<file path="config.mk">
export PLATFORM = sky130hd
export DESIGN_NAME = mars_ctrl
export DESIGN_NICKNAME = d
export VERILOG_FILES = /design/src/hdl/mars_pkg.sv /design/src/hdl/mars_ctrl.sv
export SDC_FILE = /design/constraint.sdc
export NUM_CORES = 1
export LEC_CHECK = 0
export CAP_MARGIN = 20
export CORE_AREA = 2 2 39 41
export DETAILED_ROUTE_END_ITERATION = 8
export DIE_AREA = 0 0 41 43
export DONT_BUFFER_PORTS = 1
export PLACE_DENSITY = 0.72
export SETUP_SLACK_MARGIN = 0.15
export SLEW_MARGIN = 20
export SYNTH_ARGS = -nofsm -noshare
export SYNTH_HDL_FRONTEND = slang
export SYNTH_SLANG_ARGS = --single-unit
</file>
<file path="constraint.sdc">
create_clock -name clk_i -period 2.01 [get_ports clk_i]
set_clock_uncertainty 0.05 [all_clocks]
set_input_delay 0.402 -clock clk_i [delete_from_list [all_inputs] [get_ports clk_i]]
set_output_delay 0.402 -clock clk_i [all_outputs]
set_load 0.05 [all_outputs]
</file>
<file path="src/hdl/mars_pkg.sv">
// ----------------------------------------------------------------------------
// mars_pkg
// shared types, codes and constants for the modrm address, register and
// stack unit
// ----------------------------------------------------------------------------
package mars_pkg;

  // default stack size in bytes
  localparam int StackBytesDef = 1024;

  // operation codes
  localparam logic [2:0] OP_READ  = 3'd0;
  localparam logic [2:0] OP_WRITE = 3'd1;
  localparam logic [2:0] OP_EA    = 3'd2;
  localparam logic [2:0] OP_PUSH  = 3'd3;
  localparam logic [2:0] OP_POP   = 3'd4;

  // register codes
  localparam logic [2:0] REG_BX = 3'd3;
  localparam logic [2:0] REG_SP = 3'd4;
  localparam logic [2:0] REG_BP = 3'd5;
  localparam logic [2:0] REG_SI = 3'd6;
  localparam logic [2:0] REG_DI = 3'd7;

  // mod field codes
  localparam logic [1:0] MOD_NODISP = 2'd0;
  localparam logic [1:0] MOD_DISP8  = 2'd1;
  localparam logic [1:0] MOD_DISP16 = 2'd2;
  localparam logic [1:0] MOD_REG    = 2'd3;

  // r_m code that means a direct address under mod 0
  localparam logic [2:0] RM_DIRECT = 3'b110;

  localparam logic [15:0] LOW_BYTE_MASK  = 16'h00FF;
  localparam logic [15:0] HIGH_BYTE_MASK = 16'hFF00;

  typedef struct packed {
    logic [2:0]  operation;
    logic [2:0]  register_index;
    logic        wide;
    logic [15:0] value;
    logic [1:0]  mode;
    logic [2:0]  rm;
    logic [7:0]  disp_low;
    logic [7:0]  disp_high;
  } item_t;

  typedef struct packed {
    logic [15:0] read_data;
    logic [15:0] address;
    logic        is_register;
    logic [1:0]  disp_bytes;
    logic        stack_fault;
  } result_t;

  // datapath actions, one per cycle
  typedef enum logic [4:0] {
    CMD_IDLE,
    CMD_CLEAR,
    CMD_LOAD,
    CMD_RD_REG,
    CMD_RD_SP,
    CMD_RD_BASE,
    CMD_RD_INDEX,
    CMD_FIN_READ,
    CMD_FIN_WRITE,
    CMD_FIN_EA_FIXED,
    CMD_FIN_EA_SUM,
    CMD_PUSH_LO,
    CMD_PUSH_HI,
    CMD_POP_RD_LO,
    CMD_POP_LO,
    CMD_POP_HI,
    CMD_FIN_SP_WB,
    CMD_FIN_FAULT,
    CMD_FIN_NULL
  } cmd_e;

  typedef struct packed {
    cmd_e cmd;
    logic finish;
  } ctl_t;

  typedef struct packed {
    logic [2:0] op;
    logic       wide;
    logic       ea_fixed;
    logic       push_fault;
    logic       pop_fault;
    logic       clr_last;
  } sts_t;

endpackage

</file>
<file path="src/hdl/mars_ctrl.sv">
// ----------------------------------------------------------------------------
// mars_ctrl
// controller: sequences the datapath through the steps of each operation
// ----------------------------------------------------------------------------
module mars_ctrl (
  input  logic           clk_i,
  input  logic           rst_ni,
  input  logic           start,
  output logic           busy,
  output logic           done_o,
  input  mars_pkg::sts_t sts_i,
  output mars_pkg::ctl_t ctl_o
);
  import mars_pkg::*;

  typedef enum logic [3:0] {
    S_CLEAR,
    S_IDLE,
    S_DECODE,
    S_R_DONE,
    S_W_DONE,
    S_EA_IDX,
    S_EA_SUM,
    S_PUSH_CHK,
    S_PUSH_HI,
    S_POP_CHK,
    S_POP_LO,
    S_POP_HI,
    S_SP_WB
  } state_e;

  state_e state_q, state_d;
  logic   busy_q, done_q;
  ctl_t   ctl;

  always_comb begin
    state_d    = state_q;
    ctl.cmd    = CMD_IDLE;
    ctl.finish = 1'b0;
    unique case (state_q)
      S_CLEAR: begin
        ctl.cmd = CMD_CLEAR;
        if (sts_i.clr_last) begin
          state_d = S_IDLE;
        end
      end
      S_IDLE: begin
        if (start && !busy_q) begin
          ctl.cmd = CMD_LOAD;
          state_d = S_DECODE;
        end
      end
      S_DECODE: begin
        unique case (sts_i.op)
          OP_READ: begin
            ctl.cmd = CMD_RD_REG;
            state_d = S_R_DONE;
          end
          OP_WRITE: begin
            ctl.cmd = CMD_RD_REG;
            state_d = S_W_DONE;
          end
          OP_EA: begin
            if (sts_i.ea_fixed) begin
              ctl.cmd    = CMD_FIN_EA_FIXED;
              ctl.finish = 1'b1;
              state_d    = S_IDLE;
            end else begin
              ctl.cmd = CMD_RD_BASE;
              state_d = S_EA_IDX;
            end
          end
          OP_PUSH: begin
            ctl.cmd = CMD_RD_SP;
            state_d = S_PUSH_CHK;
          end
          OP_POP: begin
            ctl.cmd = CMD_RD_SP;
            state_d = S_POP_CHK;
          end
          default: begin
            ctl.cmd    = CMD_FIN_NULL;
            ctl.finish = 1'b1;
            state_d    = S_IDLE;
          end
        endcase
      end
      S_R_DONE: begin
        ctl.cmd    = CMD_FIN_READ;
        ctl.finish = 1'b1;
        state_d    = S_IDLE;
      end
      S_W_DONE: begin
        ctl.cmd    = CMD_FIN_WRITE;
        ctl.finish = 1'b1;
        state_d    = S_IDLE;
      end
      S_EA_IDX: begin
        ctl.cmd = CMD_RD_INDEX;
        state_d = S_EA_SUM;
      end
      S_EA_SUM: begin
        ctl.cmd    = CMD_FIN_EA_SUM;
        ctl.finish = 1'b1;
        state_d    = S_IDLE;
      end
      S_PUSH_CHK: begin
        if (sts_i.push_fault) begin
          ctl.cmd    = CMD_FIN_FAULT;
          ctl.finish = 1'b1;
          state_d    = S_IDLE;
        end else begin
          ctl.cmd = CMD_PUSH_LO;
          state_d = sts_i.wide ? S_PUSH_HI : S_SP_WB;
        end
      end
      S_PUSH_HI: begin
        ctl.cmd = CMD_PUSH_HI;
        state_d = S_SP_WB;
      end
      S_POP_CHK: begin
        if (sts_i.pop_fault) begin
          ctl.cmd    = CMD_FIN_FAULT;
          ctl.finish = 1'b1;
          state_d    = S_IDLE;
        end else begin
          ctl.cmd = CMD_POP_RD_LO;
          state_d = S_POP_LO;
        end
      end
      S_POP_LO: begin
        ctl.cmd = CMD_POP_LO;
        state_d = sts_i.wide ? S_POP_HI : S_SP_WB;
      end
      S_POP_HI: begin
        ctl.cmd = CMD_POP_HI;
        state_d = S_SP_WB;
      end
      S_SP_WB: begin
        ctl.cmd    = CMD_FIN_SP_WB;
        ctl.finish = 1'b1;
        state_d    = S_IDLE;
      end
      default: state_d = S_IDLE;
    endcase
  end

  always_ff @(posedge clk_i or negedge rst_ni) begin
    if (!rst_ni) begin
      state_q <= S_CLEAR;
      busy_q  <= 1'b1;
      done_q  <= 1'b0;
    end else begin
      state_q <= state_d;
      busy_q  <= (state_d != S_IDLE);
      done_q  <= ctl.finish;
    end
  end

  assign ctl_o  = ctl;
  assign busy   = busy_q;
  assign done_o = done_q;

  // every strobe comes from a finishing step in the cycle before
  a_done_src: assert property (@(posedge clk_i) disable iff (!rst_ni)
    done_q |-> $past(ctl.finish))
    else $error("result strobe without a finishing step");

  // an accepted start always makes the block busy
  a_start_busy: assert property (@(posedge clk_i) disable iff (!rst_ni)
    (start && !busy_q) |=> busy_q)
    else $error("start accepted but block not busy");

  // no request is taken during the stack clear sweep
  a_clear_busy: assert property (@(posedge clk_i) disable iff (!rst_ni)
    (state_q == S_CLEAR) |-> (busy_q && !done_q))
    else $error("block idle or strobing during clear sweep");

endmodule

</file>
==> impl_metrics.json <==
{
  "status": "finished, violations left",
  "violations": "setup timing",
  "routed.top_layer": "met4",
  "period_needed_ns": 2.23,
  "timing.hold.ws_ns": 0.329,
  "die_w_um": 41,
  "cp-end-kind": "primary output",
  "io_buffer_count": 0,
  "final_cells": 115,
  "final_common_cell": "buf_4",
  "setup_slack_ns": -0.223,
  "seq_area_frac_synth_pct": 24.2,
  "antenna_left": 0,
  "cp-start-kind": "register",
  "finalCritPeriodShare_pct": 111,
  "dr.pass1.iters": 4,
  "place_congestion": 0.883,
  "setup_viol": 4,
  "wl_per_cell_um": 18.5,
  "drtIter0Drc": 34,
  "fin_tns_setup_ns": -0.679,
  "cts_buffers": 3,
  "power_density_nw_per_um2": 1770,
  "holdPathStages": 2,
  "worstSetupPathType": "register to primary output",
  "grt_pass1_vias": 672,
  "r2r_cells": 6,
  "dieArea_um2": 1760,
  "syn_area_um2": 626,
  "initial_utilization_pct": 45.2,
  "via_per_inst": 6.38,
  "totalWireLength_mm": 2.12,
  "preCtsSetupSlack_ns": 0.0164,
  "ir_drop_uv": 844,
  "clock_path_buffers": 2,
  "syn_area_per_cell_um2": 8.02,
  "multiInputGateArea_um2": 529,
  "synthesis.nets": 89,
  "htreeDepth": 1,
  "gr-usage-all-layers_pct": 24.2,
  "drv_slew": 0,
  "insertion_delay_ns": 0.25,
  "leakage_nw": 0.400,
  "hold_start": "sts_i[7]",
  "dieHeight_um": 43,
  "core_region_area_um2": 1380,
  "async_flop_share_pct": 100,
  "required_ns": 1.56,
  "wl_met3_um": 171,
  "grt_max_degree": 12,
  "timing.rr.start": "state_q[3]$_DFF_PN0_",
  "synth_cell_type_count": 41,
  "fin_util_pct": 67.8,
  "synth_enable_flop_cells": 0,
  "dp_hpwl_mm": 1.33,
  "synthToLayoutAreaGrowth_pct": 50.0,
  "fillers": 104,
  "cp.arrival_ns": 1.78,
  "vias": 734,
  "worstMarginPinSlew_ns": 0.438,
  "cts_root_buffer": "clkbuf_4",
  "reg2reg_to": "busy$_DFF_PN1_",
  "final_cell_mix": "buf_4, nor2_1, nand3_1",
  "antenna_cells": 0,
  "finalPower_mw": 1.66,
  "clk_pin_slew_ns": 0.05,
  "drc_errors": 0,
  "yosys_warnings": 0,
  "min_to": "state_q[3]$_DFF_PN0_",
  "final_cell_area_um2": 938,
  "wl_met2_mm": 1.07,
  "ys_ff_latch": 6,
  "reg2reg_setup_slack_ns": 0.17,
  "io_pins": 19,
  "final_nets": 111,
  "regArea_um2": 156,
  "dp.cells": 102,
  "rows": 14,
  "hold_viol": 0,
  "cap_violations": 0,
  "wl_met1_um": 847,
  "antenna_found_initial": 0,
  "tritoncts": "done",
  "drive_gt1_share_pct": 50.5,
  "grt_pass1_wl_mm": 2.96,
  "timing.fmax_mhz": 448,
  "rsz0062_at_grt": "true",
  "placed_area_um2": 739,
  "gr-total-overflow": 0,
  "hold_class": "input port to register",
  "cts.sinks": 6,
  "relSlewSlack_pct": 70.8,
  "synth_cells": 78,
  "crit_fanout": 6,
  "synth_flop_cell": "dfrtp_1"
}
-- how the worst max path moves through the flow --
stage                          from        to  slack (ns)  depth (start not counted)
2_1_floorplan              sts_i[6]  ctl_o[3]        0.07                          4
3_3_place_gp   state_q[3]$_DFF_PN0_  ctl_o[0]       -0.02                          4
3_5_place_dp   state_q[3]$_DFF_PN0_  ctl_o[0]        0.02                          4
4_1_cts        state_q[1]$_DFF_PN0_  ctl_o[0]       -0.20                          4
5_1_grt        state_q[1]$_DFF_PN0_  ctl_o[0]       -0.25                          4
6_report       state_q[3]$_DFF_PN0_  ctl_o[0]       -0.22                          4
-- flip-flops by register name, summed over array words and instances, names as in the netlist --
signal	count
done_o	1
state_q	4
busy	1
-- kinds of logic after synthesis --
logic type | after synthesis | synth area share [%]
simple gates | 39 | 40.4
compound gates | 23 | 26.2
buf+inv | 9 | 7.80
flops | 6 | 24.2
xor+xnor | 1 | 1.40
-- worst max-delay path, stage by stage (launching register included) --
cell	delay (ns)
dfrtp_2	0.46
and4bb_2	0.27
o21ai_4	0.18
o21ai_4	0.08
or4_4	0.54
-- synthesized netlist by cell type, types with 2 or more instances --
master    count  area (µm²)
nand3_1       7        35.0
nor2_1        7        26.3
dfrtp_1       5         125
inv_1         5        18.8
nor2b_1       4        25.0
a21oi_1       3        15.0
nand2_1       3        11.3
nand2b_1      3        18.8
a21o_1        2        15.0
and3_1        2        12.5
buf_4         2        15.0
o211ai_1      2        15.0
o21ai_0       2        10.0
o21ai_1       2        10.0
or3b_1        2        17.5
or4_1         2        15.0
-- layout make-up --
class / instances / area share (%)
multi-input cells: 63 / 56.4
repair buffers: 21 / 20.0
flip-flops and latches: 6 / 16.7
clock buffers: 4 / 2.80
well taps: 16 / 2.13
inverters: 5 / 2.00
-- where the power goes --
group          switching [mW]  internal [mW]  leakage (nW)  total [mW]
clock                  0.0451         0.0753        0.0150       0.120
combinational           0.750          0.512         0.315        1.26
sequential             0.0932          0.186        0.0705       0.279
-- metal layers --
layer | GRT usage [%] | vias up
met1 | 33.7 | 358
met3 | 4.71 | 4
met4 | 6.00 | 0
li1 | - | 335
met2 | 37.2 | 37
met5 | 0 | -
-- repair_timing --
item	in CTS	in global routing
hold endpoints to repair	6	0
hold buffers	1	0
resized for setup	13	13
pin swaps	1	8
buffers inserted	2	6
setup endpoints to repair	6	7
(Power assumes the default switching activity.)
